**src/design/lsc_pkg.sv**
```systemverilog
// Shared types, constants and helpers for the lidar sweep cluster detector.
`timescale 1ns / 1ps
`default_nettype none
package lsc_pkg;

	localparam logic [15:0] FullTurn = 16'd23040;
	localparam int QueueDepth = 4;

	// register indexes
	localparam logic [2:0] RegMinDistance    = 3'd0;
	localparam logic [2:0] RegMaxDistance    = 3'd1;
	localparam logic [2:0] RegMinQuality     = 3'd2;
	localparam logic [2:0] RegWindowStart    = 3'd3;
	localparam logic [2:0] RegWindowEnd      = 3'd4;
	localparam logic [2:0] RegMaxAngleGap    = 3'd5;
	localparam logic [2:0] RegMaxDistanceGap = 3'd6;
	localparam logic [2:0] RegMaxWidth       = 3'd7;

	typedef struct packed {
		logic [15:0] min_distance;
		logic [15:0] max_distance;
		logic [5:0]  quality_floor;
		logic [14:0] window_start_angle;
		logic [14:0] window_end_angle;
		logic [14:0] max_angle_gap;
		logic [15:0] max_distance_gap;
		logic [14:0] max_cluster_width;
	} cfg_t;

	// classified point handed from front to back
	typedef struct packed {
		logic        start;
		logic        kept;
		logic        near;
		logic [14:0] angle;
		logic [15:0] distance;
	} op_t;

	function automatic logic [15:0] fwd_gap(input logic [14:0] from, input logic [14:0] to);
		logic [15:0] r;
		if (to >= from) r = {1'b0, to} - {1'b0, from};
		else r = {1'b0, to} + FullTurn - {1'b0, from};
		return r;
	endfunction

endpackage
`default_nettype wire

```
**src/design/lsc_front.sv**
```systemverilog
// Front end: angle reduction, range, quality and window test, and neighbor test per point.
`timescale 1ns / 1ps
`default_nettype none
module lsc_front (
	input  wire                 clk,
	input  wire                 arst_n,
	input  lsc_pkg::cfg_t       cfg,
	input  wire                 in_valid,
	output logic                in_ready,
	input  wire  [14:0]         angle_in,
	input  wire  [15:0]         distance_in,
	input  wire  [5:0]          quality_in,
	input  wire                 start_in,
	output logic                push,
	output lsc_pkg::op_t        op,
	input  wire                 queue_ready
);
	import lsc_pkg::*;

	logic        prev_valid_q;
	logic [14:0] prev_angle_q;
	logic [15:0] prev_distance_q;
	logic [14:0] ang;
	logic [15:0] dgap;
	logic        ang_ok;
	logic        kept;

	always_comb begin
		if ({1'b0, angle_in} >= FullTurn) ang = 15'({1'b0, angle_in} - FullTurn);
		else ang = angle_in;
		if (cfg.window_start_angle <= cfg.window_end_angle)
			ang_ok = ang >= cfg.window_start_angle && ang <= cfg.window_end_angle;
		else
			ang_ok = ang >= cfg.window_start_angle || ang <= cfg.window_end_angle;
		kept = distance_in >= cfg.min_distance && distance_in <= cfg.max_distance &&
			quality_in >= cfg.quality_floor && ang_ok;
		dgap = (distance_in >= prev_distance_q) ? distance_in - prev_distance_q
			: prev_distance_q - distance_in;
		op.start    = start_in;
		op.kept     = kept;
		op.near     = !start_in && prev_valid_q &&
			fwd_gap(prev_angle_q, ang) <= {1'b0, cfg.max_angle_gap} &&
			dgap <= cfg.max_distance_gap;
		op.angle    = ang;
		op.distance = distance_in;
	end

	assign in_ready = queue_ready;
	assign push = in_valid && queue_ready;

	always_ff @(posedge clk or negedge arst_n) begin
		if (!arst_n) begin
			prev_valid_q <= 1'b0;
			prev_angle_q <= '0;
			prev_distance_q <= '0;
		end else if (push) begin
			prev_valid_q <= kept;
			if (kept) begin
				prev_angle_q <= ang;
				prev_distance_q <= distance_in;
			end
		end
	end

endmodule
`default_nettype wire

```
**src/design/lsc_queue.sv**
```systemverilog
// Short queue of classified points between front and back.
`timescale 1ns / 1ps
`default_nettype none
module lsc_queue (
	input  wire                 clk,
	input  wire                 arst_n,
	input  wire                 push,
	input  lsc_pkg::op_t        push_op,
	output logic                not_full,
	input  wire                 pop,
	output logic                not_empty,
	output lsc_pkg::op_t        head
);
	import lsc_pkg::*;

	localparam int PtrW = $clog2(QueueDepth);

	op_t               mem_q [QueueDepth];
	logic [PtrW-1:0]   wr_q;
	logic [PtrW-1:0]   rd_q;
	logic [PtrW:0]     cnt_q;

	assign not_full  = cnt_q != (PtrW+1)'(QueueDepth);
	assign not_empty = cnt_q != '0;
	assign head      = mem_q[rd_q];

	always_ff @(posedge clk) begin
		if (push) mem_q[wr_q] <= push_op;
	end

	always_ff @(posedge clk or negedge arst_n) begin
		if (!arst_n) begin
			wr_q <= '0;
			rd_q <= '0;
			cnt_q <= '0;
		end else begin
			if (push) wr_q <= wr_q + 1'b1;
			if (pop) rd_q <= rd_q + 1'b1;
			if (push && !pop) cnt_q <= cnt_q + 1'b1;
			else if (pop && !push) cnt_q <= cnt_q - 1'b1;
		end
	end

endmodule
`default_nettype wire

```
**src/design/lsc_div.sv**
```systemverilog
// Restoring divider, one quotient bit per cycle, for the cluster average.
`timescale 1ns / 1ps
`default_nettype none
module lsc_div (
	input  wire         clk,
	input  wire         arst_n,
	input  wire         start,
	input  wire  [25:0] dividend,
	input  wire  [9:0]  divisor,
	output logic        done,
	output logic [15:0] quotient
);
	logic [25:0] quo_q;
	logic [9:0]  rem_q;
	logic [9:0]  div_q;
	logic [4:0]  steps_q;
	logic        busy_q;
	logic [10:0] trial;
	logic        fit;

	assign trial = {rem_q, quo_q[25]};
	assign fit = trial >= {1'b0, div_q};
	assign quotient = quo_q[15:0];

	always_ff @(posedge clk) begin
		if (start) begin
			quo_q <= dividend;
			rem_q <= '0;
			div_q <= divisor;
		end else if (busy_q) begin
			rem_q <= fit ? 10'(trial - {1'b0, div_q}) : trial[9:0];
			quo_q <= {quo_q[24:0], fit};
		end
	end

	always_ff @(posedge clk or negedge arst_n) begin
		if (!arst_n) begin
			busy_q <= 1'b0;
			steps_q <= '0;
			done <= 1'b0;
		end else begin
			done <= 1'b0;
			if (start) begin
				busy_q <= 1'b1;
				steps_q <= 5'd25;
			end else if (busy_q) begin
				steps_q <= steps_q - 1'b1;
				if (steps_q == '0) begin
					busy_q <= 1'b0;
					done <= 1'b1;
				end
			end
		end
	end

endmodule
`default_nettype wire

```
**src/design/lsc_back.sv**
```systemverilog
// Back end: cluster building, best cluster tracking and result register.
`timescale 1ns / 1ps
`default_nettype none
module lsc_back #(
	parameter int MIN_POINTS  = 3,
	parameter int COUNT_LIMIT = 1023
) (
	input  wire                 clk,
	input  wire                 arst_n,
	input  lsc_pkg::cfg_t       cfg,
	input  wire                 op_valid,
	input  lsc_pkg::op_t        op_in,
	output logic                pop,
	output logic                out_valid,
	input  wire                 out_ready,
	output logic                out_found,
	output logic [14:0]         out_angle,
	output logic [15:0]         out_distance,
	output logic [14:0]         out_width,
	output logic [9:0]          out_points
);
	import lsc_pkg::*;

	typedef enum logic [2:0] {S_IDLE, S_CHECK, S_DIV, S_EMIT, S_APPLY} state_t;

	state_t      state_q;
	op_t         op_q;
	logic        cur_valid_q;
	logic [14:0] cur_first_q;
	logic [14:0] cur_last_q;
	logic [9:0]  cur_count_q;
	logic [25:0] cur_sum_q;
	logic        best_valid_q;
	logic [14:0] best_center_q;
	logic [15:0] best_avg_q;
	logic [14:0] best_width_q;
	logic [9:0]  best_count_q;
	logic [15:0] cl_width_q;
	logic [14:0] cl_center_q;
	logic [9:0]  cl_count_q;
	logic [15:0] width;
	logic [15:0] center_raw;
	logic [14:0] center;
	logic        need_close;
	logic        div_done;
	logic [15:0] avg;
	logic        emit_fire;

	assign width = fwd_gap(cur_first_q, cur_last_q);
	assign center_raw = {1'b0, cur_first_q} + {1'b0, width[15:1]};
	assign center = (center_raw >= FullTurn) ? 15'(center_raw - FullTurn) : center_raw[14:0];
	assign need_close = cur_valid_q && (op_q.start || !op_q.kept ||
		!(op_q.near && cur_count_q < 10'(COUNT_LIMIT)));
	assign pop = (state_q == S_IDLE) && op_valid;
	assign emit_fire = (state_q == S_EMIT) && (!out_valid || out_ready);

	lsc_div u_div (
		.clk      (clk),
		.arst_n   (arst_n),
		.start    (state_q == S_CHECK && need_close),
		.dividend (cur_sum_q),
		.divisor  (cur_count_q),
		.done     (div_done),
		.quotient (avg)
	);

	always_ff @(posedge clk or negedge arst_n) begin
		if (!arst_n) begin
			state_q <= S_IDLE;
			op_q <= '0;
			cur_valid_q <= 1'b0;
			cur_first_q <= '0;
			cur_last_q <= '0;
			cur_count_q <= '0;
			cur_sum_q <= '0;
			best_valid_q <= 1'b0;
			best_center_q <= '0;
			best_avg_q <= '0;
			best_width_q <= '0;
			best_count_q <= '0;
			cl_width_q <= '0;
			cl_center_q <= '0;
			cl_count_q <= '0;
			out_valid <= 1'b0;
			out_found <= 1'b0;
			out_angle <= '0;
			out_distance <= '0;
			out_width <= '0;
			out_points <= '0;
		end else begin
			if (emit_fire) out_valid <= 1'b1;
			else if (out_ready) out_valid <= 1'b0;
			unique case (state_q)
				S_IDLE: begin
					if (op_valid) begin
						op_q <= op_in;
						state_q <= S_CHECK;
					end
				end
				S_CHECK: begin
					if (need_close) begin
						cl_width_q <= width;
						cl_center_q <= center;
						cl_count_q <= cur_count_q;
						state_q <= S_DIV;
					end else if (op_q.start) begin
						state_q <= S_EMIT;
					end else begin
						state_q <= S_APPLY;
					end
				end
				S_DIV: begin
					if (div_done) begin
						if (cl_count_q >= 10'(MIN_POINTS) &&
							cl_width_q <= {1'b0, cfg.max_cluster_width} &&
							(!best_valid_q || avg < best_avg_q)) begin
							best_valid_q <= 1'b1;
							best_center_q <= cl_center_q;
							best_avg_q <= avg;
							best_width_q <= cl_width_q[14:0];
							best_count_q <= cl_count_q;
						end
						cur_valid_q <= 1'b0;
						cur_first_q <= '0;
						cur_last_q <= '0;
						cur_count_q <= '0;
						cur_sum_q <= '0;
						state_q <= op_q.start ? S_EMIT : S_APPLY;
					end
				end
				S_EMIT: begin
					if (emit_fire) begin
						out_found <= best_valid_q;
						out_angle <= best_center_q;
						out_distance <= best_avg_q;
						out_width <= best_width_q;
						out_points <= best_count_q;
						best_valid_q <= 1'b0;
						best_center_q <= '0;
						best_avg_q <= '0;
						best_width_q <= '0;
						best_count_q <= '0;
						state_q <= S_APPLY;
					end
				end
				S_APPLY: begin
					if (op_q.kept) begin
						if (!cur_valid_q) begin
							cur_valid_q <= 1'b1;
							cur_first_q <= op_q.angle;
							cur_last_q <= op_q.angle;
							cur_count_q <= 10'd1;
							cur_sum_q <= 26'(op_q.distance);
						end else begin
							cur_last_q <= op_q.angle;
							cur_count_q <= cur_count_q + 1'b1;
							cur_sum_q <= cur_sum_q + 26'(op_q.distance);
						end
					end
					state_q <= S_IDLE;
				end
				default: state_q <= S_IDLE;
			endcase
		end
	end

	a_cur_count: assert property (@(posedge clk) disable iff (!arst_n)
		cur_valid_q |-> cur_count_q != '0) else $error("open cluster with no points");
	a_best_count: assert property (@(posedge clk) disable iff (!arst_n)
		best_valid_q |-> best_count_q >= 10'(MIN_POINTS)) else $error("best too small");
	a_div_cur: assert property (@(posedge clk) disable iff (!arst_n)
		state_q == S_DIV |-> cur_valid_q) else $error("divide without cluster");
	a_emit_start: assert property (@(posedge clk) disable iff (!arst_n)
		state_q == S_EMIT |-> op_q.start) else $error("emit without revolution start");

endmodule
`default_nettype wire

```
**src/design/lidar_sweep_cluster_detector_core.sv**
```systemverilog
// Top level of the lidar sweep cluster detector: config registers, front, queue, back.
//
//  channel  | handshake                  | beat
//  point    | point_valid / point_ready  | point_angle, point_distance, point_quality,
//           |                            | revolution_start
//  object   | object_valid / object_ready| object_found, object_angle, object_distance,
//           |                            | object_width, object_points
//  config   | cfg_we                     | cfg_index, cfg_data
//
// In the back end a point passes the check and apply states, and a revolution start
// also the emit state; closing a cluster adds a 26-step serial divide for its average.
// The front takes a beat per cycle while the 4-entry queue has room.
// A revolution start waits in the back end until the result register is free.
// Reset is asynchronous; all but the queue store and divider data return to defaults.
`timescale 1ns / 1ps
`default_nettype none
module lidar_sweep_cluster_detector_core #(
	parameter int MIN_POINTS = 3,
	parameter int MAX_CLUSTER_POINTS = 1023
) (
	input  wire         clk,
	input  wire         arst_n,
	input  wire         cfg_we,
	input  wire  [2:0]  cfg_index,
	input  wire  [15:0] cfg_data,
	input  wire         point_valid,
	output logic        point_ready,
	input  wire  [14:0] point_angle,
	input  wire  [15:0] point_distance,
	input  wire  [5:0]  point_quality,
	input  wire         revolution_start,
	output logic        object_valid,
	input  wire         object_ready,
	output logic        object_found,
	output logic [14:0] object_angle,
	output logic [15:0] object_distance,
	output logic [14:0] object_width,
	output logic [9:0]  object_points
);
	import lsc_pkg::*;

	localparam int CountLimit = (MAX_CLUSTER_POINTS > 1023) ? 1023 : MAX_CLUSTER_POINTS;

	cfg_t cfg_q;
	op_t  push_op;
	op_t  head;
	logic push;
	logic pop;
	logic not_full;
	logic not_empty;

	always_ff @(posedge clk or negedge arst_n) begin
		if (!arst_n) begin
			cfg_q.min_distance <= 16'd400;
			cfg_q.max_distance <= 16'd4000;
			cfg_q.quality_floor <= 6'd10;
			cfg_q.window_start_angle <= 15'd19200;
			cfg_q.window_end_angle <= 15'd3840;
			cfg_q.max_angle_gap <= 15'd192;
			cfg_q.max_distance_gap <= 16'd400;
			cfg_q.max_cluster_width <= 15'd1920;
		end else if (cfg_we) begin
			unique case (cfg_index)
				RegMinDistance:    cfg_q.min_distance <= cfg_data;
				RegMaxDistance:    cfg_q.max_distance <= cfg_data;
				RegMinQuality:     cfg_q.quality_floor <= cfg_data[5:0];
				RegWindowStart:    cfg_q.window_start_angle <= cfg_data[14:0];
				RegWindowEnd:      cfg_q.window_end_angle <= cfg_data[14:0];
				RegMaxAngleGap:    cfg_q.max_angle_gap <= cfg_data[14:0];
				RegMaxDistanceGap: cfg_q.max_distance_gap <= cfg_data;
				RegMaxWidth:       cfg_q.max_cluster_width <= cfg_data[14:0];
				default: ;
			endcase
		end
	end

	lsc_front u_front (
		.clk         (clk),
		.arst_n      (arst_n),
		.cfg         (cfg_q),
		.in_valid    (point_valid),
		.in_ready    (point_ready),
		.angle_in    (point_angle),
		.distance_in (point_distance),
		.quality_in  (point_quality),
		.start_in    (revolution_start),
		.push        (push),
		.op          (push_op),
		.queue_ready (not_full)
	);

	lsc_queue u_queue (
		.clk       (clk),
		.arst_n    (arst_n),
		.push      (push),
		.push_op   (push_op),
		.not_full  (not_full),
		.pop       (pop),
		.not_empty (not_empty),
		.head      (head)
	);

	lsc_back #(
		.MIN_POINTS  (MIN_POINTS),
		.COUNT_LIMIT (CountLimit)
	) u_back (
		.clk          (clk),
		.arst_n       (arst_n),
		.cfg          (cfg_q),
		.op_valid     (not_empty),
		.op_in        (head),
		.pop          (pop),
		.out_valid    (object_valid),
		.out_ready    (object_ready),
		.out_found    (object_found),
		.out_angle    (object_angle),
		.out_distance (object_distance),
		.out_width    (object_width),
		.out_points   (object_points)
	);

endmodule
`default_nettype wire

```
**config.mk**
```make
export PLATFORM = sky130hd
export DESIGN_NAME = lidar_sweep_cluster_detector_core
export DESIGN_NICKNAME = d
export VERILOG_FILES = /design/src/design/lsc_pkg.sv /design/src/design/lsc_front.sv /design/src/design/lsc_queue.sv /design/src/design/lsc_div.sv /design/src/design/lsc_back.sv /design/src/design/lidar_sweep_cluster_detector_core.sv
export SDC_FILE = /design/constraint.sdc
export NUM_CORES = 1
export LEC_CHECK = 0
export BUFFER_PORTS_ARGS = -buffer_cell sky130_fd_sc_hd__buf_2
export CAP_MARGIN = 40
export CORE_ASPECT_RATIO = 1.25
export CORE_MARGIN = 2
export CORE_UTILIZATION = 54
export CTS_CLUSTER_DIAMETER = 150
export DETAILED_ROUTE_END_ITERATION = 7
export GPL_TIMING_DRIVEN = 0
export PLACE_DENSITY_LB_ADDON = 0.3
export SLEW_MARGIN = 30
export SYNTH_ARGS = -nofsm -noshare
export SYNTH_HDL_FRONTEND = slang
export SYNTH_HIERARCHICAL = 1
export SYNTH_SLANG_ARGS = --single-unit
```
**constraint.sdc**
```tcl
create_clock -name clk -period 14.5 [get_ports clk]
set_input_delay 1.45 -clock clk [delete_from_list [all_inputs] [get_ports clk]]
set_output_delay 1.45 -clock clk [all_outputs]
set_load 0.05 [all_outputs]
```
==> metrics.log <==
INFO  metric ys_top_cells_by_count = sky130_fd_sc_hd__dfrtp_1 (392), sky130_fd_sc_hd__inv_1 (332), sky130_fd_sc_hd__ha_1 (291)
INFO  metric tritoncts = yes
INFO  metric std_cell_rows = 105
INFO  metric core_area = 65560 sq um
INFO  metric setup_repair_after_global_routing_missed_its_margin = false
INFO  metric critical_path_start_type = primary input
INFO  metric initial_util = 0.5455
INFO  metric dp.cells = 4273
INFO  metric critical_path.endpoint = u_queue/mem_q[1][31]$_DFFE_PP_
INFO  metric detail_route.wl_per_cell = 19.40 um
INFO  metric syn_inst = 3289
INFO  metric cts-buffers-inserted = 61
INFO  metric wl = 85.14 mm
INFO  metric post_cts.repair.setup_buffers = 0
INFO  metric r2r-start = u_back/cur_first_q[1]$_DFFE_PN0P_
INFO  metric worst_path_arrival_time = 7.56 ns
INFO  metric drtIter0Drc = 1702
INFO  metric synthXorXnorAreaFrac = 0.02445
INFO  metric synth_top_area_frac = 0.2743
INFO  metric diodes = 0
INFO  metric drive_above_1_share = 0.1945
INFO  metric synthesized_area_fraction_occupied_by_adder_cells = 0.1189
INFO  metric synth_top_area_cell = sky130_fd_sc_hd__dfrtp_1
INFO  metric crit_path_cell_trace = buf_2 -> or3_1 -> nor4_1 -> o31a_1 -> o211a_1 -> xor2_1 -> inv_1 -> ha_1 -> a21o_1 -> a21oi_1 -> o21bai_1 -> nor2_1 -> clkbuf_1 -> o21ai_0 -> ha_1 -> a21o_1 -> a21oi_1 -> o21ai_0 -> a21o_1 -> a2111oi_0 -> o22ai_1 -> a211oi_1 -> buf_2
INFO  metric layout-area-overhead-vs-synth = 11.24%
INFO  metric min_period = 7.083 ns
INFO  metric port-buffer-count = 116
INFO  metric fillers = 5331
INFO  metric cts.root.buffer_cell = sky130_fd_sc_hd__clkbuf_16
INFO  metric mappedNetlistNets = 3672
INFO  metric netlist-cell-type-count = 112
INFO  metric crit_slowest_cell = sky130_fd_sc_hd__xor2_1
INFO  metric synth.cell_area = 35760 sq um
INFO  metric combinational_family_with_the_most_area_after_synthesis = compound AO/OA/AOI/OAI gates
INFO  metric antenna_left = 0
INFO  metric run_status = completed
INFO  metric ctsHtreeMaxLevel = 2
INFO  metric dr.pass1.iters = 6
INFO  metric chipWidth = 234.2 um
INFO  metric worst_skew_pair.late_latency = 0.64 ns
INFO  metric flip_flop_cell_with_the_highest_count_after_synthesis = sky130_fd_sc_hd__dfrtp_1
INFO  metric r2r_end = u_back/cl_center_q[10]$_DFFE_PN0P_
INFO  metric yosysMostFrequentCell = sky130_fd_sc_hd__dfrtp_1
INFO  metric mean_number_of_vias_per_cell = 5.779
INFO  metric multi_input_comb_area = 17570 sq um
INFO  metric yosysWarningCount = 6
INFO  metric worst_ep_required_time = 14.98 ns
INFO  metric dieArea = 68320 sq um
INFO  metric grt_usage = 0.2530
INFO  metric drc = 0
INFO  metric rr_worst_depth = 20
INFO  metric fin_ws = 7.417 ns
INFO  metric critPathMostFrequentCell = sky130_fd_sc_hd__a21o_1
INFO  metric global_route.overflow_total = 0
INFO  metric postSynthRegisterBits = 602
INFO  metric cts.clk_slew.worst_paths = 0.06 ns
INFO  metric nets = 3864
INFO  metric timing.setup.tns = 0 ns
INFO  metric holdBufCountCts = 0
INFO  metric stdcell_count = 4388
INFO  metric number_of_global_route_vias_before_repair = 25650
INFO  metric synth_sequential_area_ratio = 0.4449
INFO  metric report.final.hold_viol_count = 0
INFO  metric synth_top_cells_by_area = sky130_fd_sc_hd__dfrtp_1 (27%), sky130_fd_sc_hd__edfxtp_1 (14%), sky130_fd_sc_hd__ha_1 (10%)
INFO  metric syn_area_per_cell = 10.87 sq um
INFO  metric timing.final.setup_violations = 0
INFO  metric worst_clock_skew = 0.02338 ns
INFO  metric worst-slew-pin-transition = 0.7907 ns
INFO  metric design.portCount = 121
INFO  metric startpoint = point_angle[4]
INFO  metric reg2reg_setup_slack = 8.68 ns
INFO  metric synth_compound_area_frac = 0.1222
INFO  metric final-max-slew-violation-count = 0
INFO  metric cts.sinks = 602
INFO  metric maxCapViolCount = 0
INFO  metric criticalPathCategory = in2reg
INFO  metric synth.area.mux_share = 0.1161
INFO  metric tcrit_tclk_final = 0.4885
INFO  metric cp_max_fo = 10
INFO  metric cts_resized = 0
INFO  metric grt_start_max_net_pins = 87
INFO  metric timing.hold.worst.class = reg2reg
INFO  metric max_freq = 141.2 MHz
INFO  metric timing.max_slew.rel_slack = 0.4711
INFO  metric finalWeightedCongestion = 0.9092
INFO  metric critPathCaptureType = register
INFO  metric place_ws = 6.400 ns
INFO  metric initial_antenna_violation_count = 0
INFO  metric count_of_flip_flops_with_a_built_in_enable_after_synthesis = 172
INFO  metric area.sequential = 15910 sq um
INFO  metric detailedPlacementHpwl = 64.26 mm
INFO  metric grt_first_pass_wirelength = 137.1 mm
INFO  metric die_h = 291.7 um
INFO  metric dr_total_vias = 25360
INFO  metric cts.path.max_buffers = 3
INFO  metric critical_path.max_stage_delay = 0.64 ns
INFO  metric postSynth.asyncResetShare = 0.6977
INFO  metric synth_simple_gate_area_frac = 0.1089
-- layout make-up --
type                    instances  share of cell area
inverters                     335             0.03164
repair buffers                129             0.02205
clock inverters                36            0.008554
clock buffers                  78             0.04302
well taps                     856             0.02692
plain buffers                 186             0.02642
flip-flops and latches        602              0.3999
multi-input cells            2166              0.4415
-- metrics by stage --
step,hold WS (ns),area (sq um),util
5_1_grt,0.5029,39790,0.6069
3_5_place_dp,0.4607,37730,0.5755
2_1_floorplan,0.4376,35760,-
3_3_place_gp,0.4541,37420,0.5707
4_1_cts,0.4755,39780,0.6068
6_report,0.4721,39790,0.6069
-- cell usage in the layout, fill, tap and decap left out, types with 50 or more instances in the layout --
| master | synthesis | final |
|---|---|---|
| sky130_fd_sc_hd__nand3_1 | 91 | 91 |
| sky130_fd_sc_hd__clkbuf_16 | 0 | 62 |
| sky130_fd_sc_hd__nand2_1 | 277 | 277 |
| sky130_fd_sc_hd__mux2_2 | 238 | 238 |
| sky130_fd_sc_hd__nor2_1 | 129 | 129 |
| sky130_fd_sc_hd__buf_4 | 49 | 50 |
| sky130_fd_sc_hd__xnor2_1 | 61 | 60 |
| sky130_fd_sc_hd__a21oi_1 | 130 | 130 |
| sky130_fd_sc_hd__ha_1 | 291 | 291 |
| sky130_fd_sc_hd__buf_2 | 33 | 149 |
| sky130_fd_sc_hd__dfrtp_1 | 392 | 392 |
| sky130_fd_sc_hd__a21o_1 | 60 | 60 |
| sky130_fd_sc_hd__nor3b_1 | 64 | 64 |
| sky130_fd_sc_hd__clkbuf_1 | 75 | 81 |
| sky130_fd_sc_hd__inv_1 | 332 | 332 |
| sky130_fd_sc_hd__o21ai_0 | 138 | 138 |
| sky130_fd_sc_hd__edfxtp_1 | 172 | 172 |
-- logic make-up (layout without fill, tap and decap cells) --
group / count (synthesis) / in the layout
compound gates: 640 / 640
xor+xnor: 99 / 99
fa+ha+maj: 322 / 322
buf+inv: 521 / 764
flops: 602 / 602
mux: 334 / 334
simple gates: 771 / 771
-- worst min-delay path by stage --
stage	startpoint	cells after the start	end
2_1_floorplan	u_back/cl_center_q[0]$_DFFE_PN0P_	2	u_back/cl_center_q[0]$_DFFE_PN0P_
3_3_place_gp	u_back/cl_center_q[0]$_DFFE_PN0P_	2	u_back/cl_center_q[0]$_DFFE_PN0P_
6_report	u_back/cl_center_q[13]$_DFFE_PN0P_	2	u_back/cl_center_q[13]$_DFFE_PN0P_
5_1_grt	u_back/cl_center_q[0]$_DFFE_PN0P_	2	u_back/cl_center_q[0]$_DFFE_PN0P_
3_5_place_dp	u_back/cl_center_q[0]$_DFFE_PN0P_	2	u_back/cl_center_q[0]$_DFFE_PN0P_
4_1_cts	u_back/cl_center_q[0]$_DFFE_PN0P_	2	u_back/cl_center_q[0]$_DFFE_PN0P_
-- critical path: cells and delay by family --
kind / cells / cell delay (ns)
AOI/OAI and AO/OA: 13 / 2.66
and+or+nand+nor: 3 / 1.16
adders and majority gates: 2 / 0.69
xor gates and xnor gates: 1 / 0.64
buffers and inverters: 4 / 0.95
-- per-layer routing --
layer	GRT usage	vias to the layer above	share of wire
met3	0.02832	174	0.038
met2	0.4508	601	0.51
met5	0	-	0
met1	0.3131	12430	0.41
met4	0.09447	0	0.041
li1	-	12150	-
-- state kept, by name (all words and copies together), names as in the netlist, 15 cells and up --
signal and flops:
cfg_q 114, u_front/prev_distance_q 16, u_back/cur_first_q 15, u_front/prev_angle_q 15
u_back/out_distance 16, u_back/out_width 15, u_back/op_q 34, u_back/out_angle 15
u_back/cur_last_q 15, u_back/best_width_q 15, u_queue/mem_q 136, u_back/best_avg_q 16
u_back/u_div/quo_q 26, u_back/cl_width_q 16, u_back/cl_center_q 15, u_back/cur_sum_q 26
u_back/best_center_q 15
Power is not shown: default switching activity piles up to over one toggle a cycle in this logic, so the estimate is an artifact.
